--- src/design/sfcr_pkg.sv ---
package sfcr_pkg;

    localparam int IN_FRAME_BYTES  = 5;
    localparam int OUT_FRAME_BYTES = 5;
    localparam int RUN_BEATS       = IN_FRAME_BYTES + OUT_FRAME_BYTES;
    localparam int BEAT_IDX_W      = $clog2(RUN_BEATS);

    localparam logic [7:0] SYNC_BIT   = 8'h80;
    localparam logic [7:0] CHECK_MASK = 8'h7F;
    localparam logic [7:0] CRC_POLY   = 8'h31;
    localparam logic [7:0] CRC_INIT   = 8'hFF;
    localparam logic [7:0] HDR0       = 8'hFF;
    localparam logic [7:0] HDR1       = 8'h02;
    localparam logic [7:0] HDR2       = 8'h14;

    localparam logic CH_ECHO = 1'b0;
    localparam logic CH_CONV = 1'b1;

    // Beat positions within one result run
    localparam logic [BEAT_IDX_W-1:0] BEAT_HDR0 = BEAT_IDX_W'(IN_FRAME_BYTES);
    localparam logic [BEAT_IDX_W-1:0] BEAT_HDR1 = BEAT_IDX_W'(IN_FRAME_BYTES + 1);
    localparam logic [BEAT_IDX_W-1:0] BEAT_HDR2 = BEAT_IDX_W'(IN_FRAME_BYTES + 2);
    localparam logic [BEAT_IDX_W-1:0] BEAT_CONV = BEAT_IDX_W'(IN_FRAME_BYTES + 3);
    localparam logic [BEAT_IDX_W-1:0] BEAT_LAST = BEAT_IDX_W'(RUN_BEATS - 1);

    // One checked frame, ready for the back end
    typedef struct packed {
        logic [IN_FRAME_BYTES-1:0][7:0] echo;
        logic [7:0]                     conv_x;
        logic [7:0]                     crc;
    } sfcr_frame_t;

    typedef struct packed {
        logic        push;
        sfcr_frame_t frame;
    } sfcr_push_t;

    // CRC-8, MSB first, one byte
    function automatic logic [7:0] crc8_byte(input logic [7:0] c_in, input logic [7:0] d);
        logic [7:0] c;
        c = c_in ^ d;
        for (int k = 0; k < 8; k++) begin
            if (c[7]) begin
                c = {c[6:0], 1'b0} ^ CRC_POLY;
            end else begin
                c = {c[6:0], 1'b0};
            end
        end
        return c;
    endfunction

    // CRC state after the fixed three header bytes
    localparam logic [7:0] CRC_PREFIX = crc8_byte(crc8_byte(crc8_byte(CRC_INIT, HDR0), HDR1), HDR2);

endpackage

--- src/design/sfcr_front.sv ---
module sfcr_front
    import sfcr_pkg::*;
(
    input  logic       aclk,
    input  logic       aresetn,
    input  logic       accept,
    input  logic [7:0] rx_byte,
    output sfcr_push_t push_out
);

    logic [2:0]       fill_count_reg, fill_count_next;
    logic             synced_reg, synced_next;
    logic [3:0][7:0]  store_reg;
    logic             store_we;
    logic [1:0]       store_idx;
    logic             complete;
    logic [7:0]       chk;
    logic [15:0]      conv_wide;

    assign store_idx = fill_count_reg[1:0];
    assign chk       = (store_reg[0] ^ store_reg[1] ^ store_reg[2] ^ store_reg[3]) & CHECK_MASK;
    assign conv_wide = ({8'h00, store_reg[2]} << 7) | {8'h00, store_reg[3]};

    always_comb begin
        fill_count_next = fill_count_reg;
        synced_next     = synced_reg;
        store_we        = 1'b0;
        complete        = 1'b0;
        if (accept) begin
            if ((rx_byte & SYNC_BIT) != 8'h00) begin
                fill_count_next = 3'd1;
                synced_next     = 1'b1;
            end else if (synced_reg && fill_count_reg < 3'(IN_FRAME_BYTES)) begin
                if (fill_count_reg == 3'(IN_FRAME_BYTES - 1)) begin
                    complete        = 1'b1;
                    fill_count_next = 3'd0;
                    synced_next     = 1'b0;
                end else begin
                    store_we        = 1'b1;
                    fill_count_next = fill_count_reg + 3'd1;
                end
            end
        end
    end

    always_ff @(posedge aclk) begin
        if (!aresetn) begin
            fill_count_reg <= 3'd0;
            synced_reg     <= 1'b0;
        end else begin
            fill_count_reg <= fill_count_next;
            synced_reg     <= synced_next;
        end
    end

    always_ff @(posedge aclk) begin
        if (accept && (rx_byte & SYNC_BIT) != 8'h00) begin
            store_reg[0] <= rx_byte;
        end else if (store_we) begin
            store_reg[store_idx] <= rx_byte;
        end
    end

    // Drop the frame unless the check byte matches
    always_comb begin
        push_out.push         = complete && (chk == rx_byte);
        push_out.frame.echo   = {rx_byte, store_reg[3], store_reg[2], store_reg[1], store_reg[0]};
        push_out.frame.conv_x = conv_wide[7:0];
        push_out.frame.crc    = crc8_byte(CRC_PREFIX, conv_wide[7:0]);
    end

endmodule

--- src/design/sfcr_fifo.sv ---
module sfcr_fifo
    import sfcr_pkg::*;
(
    input  logic        aclk,
    input  logic        aresetn,
    input  sfcr_push_t  push_in,
    input  logic        pop,
    output logic        full,
    output logic        not_empty,
    output sfcr_frame_t head
);

    sfcr_frame_t mem [2];
    logic        wr_ptr_reg, wr_ptr_next;
    logic        rd_ptr_reg, rd_ptr_next;
    logic [1:0]  count_reg, count_next;

    assign full      = (count_reg == 2'd2);
    assign not_empty = (count_reg != 2'd0);
    assign head      = mem[rd_ptr_reg];

    always_comb begin
        wr_ptr_next = push_in.push ? ~wr_ptr_reg : wr_ptr_reg;
        rd_ptr_next = pop ? ~rd_ptr_reg : rd_ptr_reg;
        count_next  = count_reg + {1'b0, push_in.push} - {1'b0, pop};
    end

    always_ff @(posedge aclk) begin
        if (!aresetn) begin
            wr_ptr_reg <= 1'b0;
            rd_ptr_reg <= 1'b0;
            count_reg  <= 2'd0;
        end else begin
            wr_ptr_reg <= wr_ptr_next;
            rd_ptr_reg <= rd_ptr_next;
            count_reg  <= count_next;
        end
    end

    always_ff @(posedge aclk) begin
        if (push_in.push) begin
            mem[wr_ptr_reg] <= push_in.frame;
        end
    end

endmodule

--- src/design/sfcr_back.sv ---
module sfcr_back
    import sfcr_pkg::*;
(
    input  logic        aclk,
    input  logic        aresetn,
    input  logic        frame_avail,
    input  sfcr_frame_t frame,
    output logic        pop,
    input  logic        m_ready,
    output logic        m_valid,
    output logic        m_channel,
    output logic [7:0]  m_out_byte,
    output logic        m_frame_end
);

    logic [BEAT_IDX_W-1:0] beat_reg, beat_next;
    logic                  valid_reg, valid_next;
    logic                  channel_reg;
    logic [7:0]            byte_reg;
    logic                  end_reg;
    logic                  load;
    logic [7:0]            sel_byte;

    assign load = frame_avail && (!valid_reg || m_ready);
    assign pop  = load && (beat_reg == BEAT_LAST);

    always_comb begin
        case (beat_reg)
            BEAT_HDR0: sel_byte = HDR0;
            BEAT_HDR1: sel_byte = HDR1;
            BEAT_HDR2: sel_byte = HDR2;
            BEAT_CONV: sel_byte = frame.conv_x;
            BEAT_LAST: sel_byte = frame.crc;
            default: begin
                if (beat_reg < BEAT_IDX_W'(IN_FRAME_BYTES)) begin
                    sel_byte = frame.echo[beat_reg[$clog2(IN_FRAME_BYTES)-1:0]];
                end else begin
                    sel_byte = 8'h00;
                end
            end
        endcase
    end

    always_comb begin
        beat_next  = beat_reg;
        valid_next = valid_reg;
        if (load) begin
            valid_next = 1'b1;
            beat_next  = (beat_reg == BEAT_LAST) ? '0 : beat_reg + 1'b1;
        end else if (m_ready) begin
            valid_next = 1'b0;
        end
    end

    always_ff @(posedge aclk) begin
        if (!aresetn) begin
            beat_reg  <= '0;
            valid_reg <= 1'b0;
        end else begin
            beat_reg  <= beat_next;
            valid_reg <= valid_next;
        end
    end

    always_ff @(posedge aclk) begin
        if (load) begin
            channel_reg <= (beat_reg >= BEAT_HDR0) ? CH_CONV : CH_ECHO;
            byte_reg    <= sel_byte;
            end_reg     <= (beat_reg == BEAT_LAST);
        end
    end

    assign m_valid     = valid_reg;
    assign m_channel   = channel_reg;
    assign m_out_byte  = byte_reg;
    assign m_frame_end = end_reg;

endmodule

--- src/design/sync_frame_check_and_rewrite.sv ---
// Sync frame checker and rewriter.
// Input channel (s_valid/s_ready/s_rx_byte): one received byte per beat. A byte
// with bit 7 set starts a new 5-byte frame; other bytes fill the frame and are
// ignored while no frame is open. On the fifth byte the frame is checked: the
// XOR of bytes 0..3, masked to 7 bits, must equal byte 4. Failing frames vanish.
// Output channel (m_valid/m_ready/m_channel/m_out_byte/m_frame_end): a passing
// frame yields a run of 10 beats - the 5 input bytes on channel 0, then
// FF, 02, 14, X, CRC-8 on channel 1, with m_frame_end set on the tenth beat.
// The frame's last byte pushes the checked frame into the queue; the sequencer
// then loads each result beat into the output register. Throughput: one
// result beat per cycle while m_ready is high and a frame is queued, set by the
// single output register. A two-frame queue sits between the frame assembler
// and the beat sequencer; s_ready drops only while that queue is full, and a
// stall on m_ready holds the current beat and backs up into the queue.
// Reset (aresetn low, synchronous): drop any partial frame, empty the queue,
// clear m_valid and wait for a sync byte.
module sync_frame_check_and_rewrite
    import sfcr_pkg::*;
(
    input  logic       aclk,
    input  logic       aresetn,
    input  logic       s_valid,
    output logic       s_ready,
    input  logic [7:0] s_rx_byte,
    output logic       m_valid,
    input  logic       m_ready,
    output logic       m_channel,
    output logic [7:0] m_out_byte,
    output logic       m_frame_end
);

    sfcr_push_t  push;
    sfcr_frame_t head;
    logic        q_full;
    logic        q_not_empty;
    logic        pop;

    // Accept bytes whenever the queue has room for a finished frame
    assign s_ready = !q_full;

    sfcr_front u_front (
        .aclk     (aclk),
        .aresetn  (aresetn),
        .accept   (s_valid && s_ready),
        .rx_byte  (s_rx_byte),
        .push_out (push)
    );

    sfcr_fifo u_fifo (
        .aclk      (aclk),
        .aresetn   (aresetn),
        .push_in   (push),
        .pop       (pop),
        .full      (q_full),
        .not_empty (q_not_empty),
        .head      (head)
    );

    // Walk each queued frame out as ten beats
    sfcr_back u_back (
        .aclk        (aclk),
        .aresetn     (aresetn),
        .frame_avail (q_not_empty),
        .frame       (head),
        .pop         (pop),
        .m_ready     (m_ready),
        .m_valid     (m_valid),
        .m_channel   (m_channel),
        .m_out_byte  (m_out_byte),
        .m_frame_end (m_frame_end)
    );

endmodule

--- config.mk ---
export PLATFORM = sky130hd
export DESIGN_NAME = sync_frame_check_and_rewrite
export DESIGN_NICKNAME = d
export VERILOG_FILES = /design/src/design/sfcr_pkg.sv /design/src/design/sfcr_front.sv /design/src/design/sfcr_fifo.sv /design/src/design/sfcr_back.sv /design/src/design/sync_frame_check_and_rewrite.sv
export SDC_FILE = /design/constraint.sdc
export NUM_CORES = 1
export LEC_CHECK = 0
export ABC_AREA = 1
export CAP_MARGIN = 5
export CORE_MARGIN = 8
export CORE_UTILIZATION = 37
export CTS_CLUSTER_DIAMETER = 100
export DETAILED_ROUTE_END_ITERATION = 6
export DONT_BUFFER_PORTS = 1
export GPL_TIMING_DRIVEN = 0
export PLACE_DENSITY = 0.59
export SKIP_LAST_GASP = 1
export SYNTH_ARGS = -nofsm -noshare
export SYNTH_HDL_FRONTEND = slang
export SYNTH_SLANG_ARGS = --single-unit
--- constraint.sdc ---
create_clock -name aclk -period 5.22 [get_ports aclk]
set_clock_uncertainty 0.1 [all_clocks]
set_input_delay 0.522 -clock aclk [delete_from_list [all_inputs] [get_ports aclk]]
set_output_delay 0.522 -clock aclk [all_outputs]
set_load 0.01 [all_outputs]
* Yosys cells after proc, flatten, opt, wreduce, memory -nomap -nowiden
Memory sizes are Yosys's and may differ from the RTL's. A register that Yosys moved wholly into a read port is not among the register bits.
Index checks and enable logic that the tools add are counted.
** Storage, ports and cells
- Register bits :: 55
- Memory bits (writable) :: 112
- Logic and storage cells :: 106
- Memories kept :: 1
** Memory list
- u_fifo.mem :: depth 2, width 56, read ports 1, clocked after memory_dff 1, wr ports 1, line sfcr_fifo.sv:13 : sfcr_frame_t mem [2];
** Operators by class
- $add $sub $neg :: 4
- Order comparisons :: 6
- Equality and inequality tests :: 8
- Multiplexer cells :: 39
- Bitwise logic cells :: 16
- Reductions and logical operators :: 18
** Operators by type and width (number)
- $mux W6 :: 8
- $mux W8 :: 5
- $pmux W8 S5 :: 1
- $bwmux W32 :: 1
- $bmux W8 S3 :: 1
- $not A3 Y3 :: 8
- $xor A7 B7 Y7 :: 3
- $mux W1 :: 18
- $demux W8 S2 :: 1
- $eq A4 B3 Y1 const B :: 3
- $reduce_bool A2 Y1 :: 5
- $mux W3 :: 3
- $eq A4 B4 Y1 const B :: 2
- $eq A7 B8 Y1 :: 1
- $or A8 B8 Y8 :: 1
- $logic_and A1 B1 Y1 :: 7
- $not A5 Y5 :: 1
- $add A4 B1 Y4 const B :: 1
- $ge A4 B3 Y1 const B :: 1
- $lt A3 B4 Y1 const B :: 1
- $lt A4 B3 Y1 const B :: 1
- $mux W4 :: 1
- $reduce_and A2 Y1 :: 2
- $add A3 B1 Y3 const B :: 1
- 11 further kinds :: 14

* Depth between registers and ports, before layout
- Word-level depth :: 18
- Gate-level depth with buffers :: 18
- Mapped depth without buffers :: 18

* Modules after synthesis
Synthesis repeated with hierarchy kept, for this count alone.
** Second synthesis, totals
- Cell total of the unflattened synthesis :: 645
- Area, all modules :: 7717.4 um^2
** By module, submodules not included
- sfcr_fifo :: times used 1, cells an instance 207, area each 4430.5 um^2
- sfcr_front :: times used 1, cells an instance 250, area each 2078.2 um^2
- sfcr_back :: times used 1, cells an instance 185, area each 1194.9 um^2
- sync_frame_check_and_rewrite :: times used 1, cells an instance 3, area each 13.8 um^2

* Worst setup path after synthesis
No wires, ideal clock.
- Path kind :: reg-to-reg
- Start point :: reg u_front.fill_count_reg[0]
- End point :: mem u_fifo.mem[0][0] (netlist name), enable pin
- Setup time :: 0.456 ns
- Arrival time :: 3.232 ns
- Data required time :: 4.664 ns
- Setup slack :: 1.433 ns
- Stages on the path, launching flop included :: 11
- Clock period less this slack :: 3.787 ns
- Cells stage by stage :: dfxtp_1 > inv_1 > ha_1 > nand2_1 > inv_1 > nand2_1 > nor2_1 > nand3_1 > nor2_2 > nand2_1 > nor2_1
** On the way
- Word-level cells in the longest chain between the ends :: 8
- Elaborated cells between the ends (all ways) :: 10
- Those cells by class :: order compare: 1; eq/ne: 1; mux: 6; reduce/logical: 2
** Ends and longest elaborated chain
- start: declaration :: line sfcr_front.sv:11 : logic [2:0] fill_count_reg, fill_count_next;
- start signal: assignment :: line sfcr_front.sv:51 : fill_count_reg <= fill_count_next;
- $lt A3 B3 Y1 or $eq A3 B3 Y1 (tied branches) :: line sfcr_front.sv:33, sfcr_front.sv:34
- $logic_and A1 B1 Y1 or $mux W1 (tied branches) :: line sfcr_front.sv:33, sfcr_front.sv:34
- $mux W1 * :: line sfcr_front.sv:33 : end else if (synced_reg && fill_count_reg < 3'(IN_FRAME_BYTES)) begin
- $mux W1 * :: line sfcr_front.sv:30 : if ((rx_byte & SYNC_BIT) != 8'h00) begin
- $mux W1 * :: line sfcr_front.sv:29 : if (accept) begin
- $logic_and A1 B1 Y1 * :: line sfcr_front.sv:66 : push_out.push = complete && (chk == rx_byte);
- $mux W1 * :: line sfcr_fifo.sv:41 : if (push_in.push) begin
- $mux W1 (not written as such) * :: line sfcr_fifo.sv:42 : mem[wr_ptr_reg] <= push_in.frame;
- end: declaration :: line sfcr_fifo.sv:13
Mark *: on every way between the ends. The rest lies on a longest branch, timed or not.

* Final worst setup path
- Start point :: reg u_front.store_reg, in the netlist u_front.push_out[46]
- End point :: mem u_fifo.mem[0][51] (netlist name), enable pin
** On the way
- Word-level cells in the longest chain between the ends :: 5
** Ends and longest elaborated chain
- start: declaration :: line sfcr_front.sv:13 : logic [3:0][7:0] store_reg;
- start signal: indexed assignment :: line sfcr_front.sv:60 : store_reg[store_idx] <= rx_byte;
- $xor A7 B7 Y7 :: line sfcr_front.sv:21 : assign chk = (store_reg[0] ^ store_reg[1] ^ store_reg[2] ^ store_reg[3]) & CHECK_MASK;
- $eq A7 B8 Y1 :: line sfcr_front.sv:66
- $logic_and A1 B1 Y1 :: line sfcr_front.sv:66
- $mux W1 :: line sfcr_fifo.sv:41
- $mux W1 (not written as such) :: line sfcr_fifo.sv:42
No other way between the ends.

==> summary.txt <==
Critical path
  – CP max-delay cell: edfxtp_1
  – Crit path DAT: 2910 ps
  – Reg2reg path depth: 8
  – Crit path required time: 5230 ps
  – R2R setup slack: 2320 ps
  – CP most frequent cell: nand2_1
  – Crit-path cells: xor2_1 -> inv_1 -> nand2_1 -> nand4_1 -> nor2_1 -> nand2_1 -> nor2_4 -> buf_12
  – Worst setup path class: flip-flop to flip-flop
  – Worst-path fanout max: 30
  – CP Capture Type: flip-flop
  – Reg2reg end: u_fifo.mem[0][51]
  – FF-to-FF Start: u_front.push_out[46]
  – Crit start category: flip-flop
  – Worst path max stage delay: 540 ps

Timing
  – Slew margin rel.: 26.4%
  – Worst-Margin Slew: 1100 ps
  – Fin crit share: 55.6%
  – Tmin final: 2900 ps
  – RSZ-0062 raised after global routing: false
  – F_max: 0.345 GHz
  – Final Hold Viols: 0
  – Setup violations, final: 0
  – Setup TNS: 0 ps
  – Slew Limit Fails: 0

Min path
  – Hold depth: 0
  – Worst Hold Class: input pin to flip-flop
  – Min-delay src: s_rx_byte[3]
  – Worst hold endpoint: u_front.push_out[35]

Pwr
  – Leakage: 2.88 nW
  – PD cells: 335 nW/um^2
  – VDD IR max: 0.000236 V

Synth
  – Post-synthesis sequential area ratio: 67.4%
  – EDFF count, synth: 140
  – Flops & latches, synth: 154
  – Warnings from Yosys: 0
  – Synthesized cell area: 6650 sq um
  – Async SR Flop Fraction: 0%
  – Post-synth top flop: edfxtp_1
  – Syn Inst Count: 588
  – Avg Inst Size Synth: 11.3 sq um
  – Unique masters post-synth: 32
  – Syn_nets: 606

Clock tree
  – Clock tree buffer depth: 2
  – Clk pin slew, worst setup/hold paths: 60 ps
  – H-tree depth: 4
  – Hold-fix buffers, CTS: 0
  – Clk_lat worst skew: 420 ps
  – CTS sink count: 154
  – CTS tree: yes
  – Setup Fix Bufs, Post-CTS: 0
  – TritonCTS Buffers: 17
  – # resized after CTS: 0
  – Clock root buffer: clkbuf_16

Die
  – DIE AREA: 22500 sq um
  – Placeable Area: 17800 sq um
  – Initial core utilization: 37.4%
  – # IOs: 24
  – Number of placement rows: 49
  – Die height: 150 um
  – Die X: 150 um

Detailed routing
  – Drc violations: 0
  – Routed len/inst: 16.8 um
  – Vias: 4072
  – Antenna Violating Nets Remaining: 0
  – Uppermost routed layer: met4
  – Met1 WL: 6.13 mm
  – DR pass1 iterations: 5
  – WL final: 14.3 mm
  – Vias/cell: 4.79
  – Metal2 WL: 7.11 mm
  – Met3 wire length: 789 um
  – DR iter-0 viols: 310

Finish
  – Commonest non-fill, non-tap cell in the layout: edfxtp_1
  – Layout cells sized above 1: 12.2%
  – Commonest non-fill, non-tap cells in the layout: edfxtp_1 (140), nand2_1 (135), inv_1 (62), nor2_1 (59), o21ai_1 (19)
  – Largest register by flop count: u_fifo.mem
  – Area delta synth->final: 13.3%
  – # nets final: 628
  – Antenna Cells: 0
  – Cell area after layout: 7530 sq um
  – Max FFs per register: 98

Run
  – Max-Cap Viols: 0

GRT
  – Largest net degree at the start of global routing: 31
  – Gr ovfl total: 0
  – Initial antenna violation count: 0
  – First-pass GRT wire length: 22.1 mm
  – GRT Util Overall: 13.3%
  – Vias in the first global route: 4019

Placement
  – DP Area: 6990 sq um
  – IO buf count: 0
  – Detailed placement HPWL: 9.85 mm
  – Placer Congestion: 0.808

Outcome
  – Status: finished clean
==> worst max-delay path: cells and delay by family, from the launching register on <==
family / cells / cell delay (ps)
buf+inv: 2 / 350
flops: 1 / 540
xor+xnor: 1 / 290
simple gates: 5 / 1280
==> where the power goes <==
group          leakage (nW)  switching (mW)  internal (mW)
Combinational          1.24          0.0239         0.0115
Clock                 0.263           0.453          0.691
Sequential             1.38         0.00489           1.34
Total                  2.88           0.482           2.04
==> cell usage after synthesis, types with 5 or more instances <==
master	n	share of area [%]
nand3_1	17	1.3
buf_2	8	0.60
ha_1	6	1.1
inv_2	8	0.45
a21oi_1	13	0.98
nand2_1	135	7.6
o211ai_1	16	1.8
o21ai_0	15	1.1
xnor2_1	5	0.66
xor2_1	10	1.3
nand4_1	16	1.5
mux2i_1	7	1.1
or2_2	15	1.4
o21ai_1	18	1.4
dfxtp_1	14	4.2
edfxtp_1	140	63
inv_1	63	3.6
nor2_1	60	3.4
==> final cells by class <==
type	count	area, sq um
clock buffers	20	437
plain buffers	11	51.3
inverters	71	267
fillers	1671	10200
well taps	229	287
repair buffers	3	47.5
clock inverters	10	104
multi-input cells	352	1860
flip-flops and latches	154	4480
==> cell families (layout without fill, tap and decap cells) <==
logic type / count (synthesis) / in the layout / synth area share [%]
muxes: 8 / 8 / 1.22
DFF: 154 / 154 / 67.4
xor gates and xnor gates: 19 / 19 / 2.95
AOI/OAI and AO/OA: 68 / 68 / 6.02
buffers and inverters: 82 / 115 / 4.78
adders and majority gates: 6 / 6 / 1.13
and+or+nand+nor: 251 / 251 / 16.5
==> per-layer routing <==
layer / global-route usage (%) / up-vias
li1: - / 2038
met1: 15.7 / 1915
met2: 22.3 / 97
met3: 4.02 / 22
met4: 5.45 / 0
met5: 0 / -
==> through the flow <==
step | setup slack (ps) | utilization (%) | power (mW) | instances | hold slack, ps
after floorplan | 1430 | - | 1.40 | 588 | 321
after global placement | -190 | 39.0 | 1.41 | 817 | 328
after detailed placement | 2340 | 39.3 | 1.41 | 820 | 331
after CTS | 2280 | 42.4 | 2.54 | 850 | 82.3
after global routing | 2080 | 42.4 | 2.59 | 850 | 75.8
final | 2320 | 42.4 | 2.53 | 850 | 92.0
==> how the worst max path moves through the flow <==
stage / start / end / slack (ps) / cells past startpoint
after floorplan: u_front.fill_count_reg[0] / u_fifo.mem[0][0] / 1430 / 10
after global placement: u_front.push_out[43] / u_fifo.mem[0][51] / -190 / 9
after detailed placement: u_front.push_out[43] / u_fifo.mem[0][48] / 2340 / 10
after CTS: u_front.push_out[46] / u_fifo.mem[0][51] / 2280 / 8
after global routing: u_front.push_out[43] / u_fifo.mem[0][51] / 2080 / 10
final: u_front.push_out[46] / u_fifo.mem[0][51] / 2320 / 8
Power figures use the tool's default switching activity.
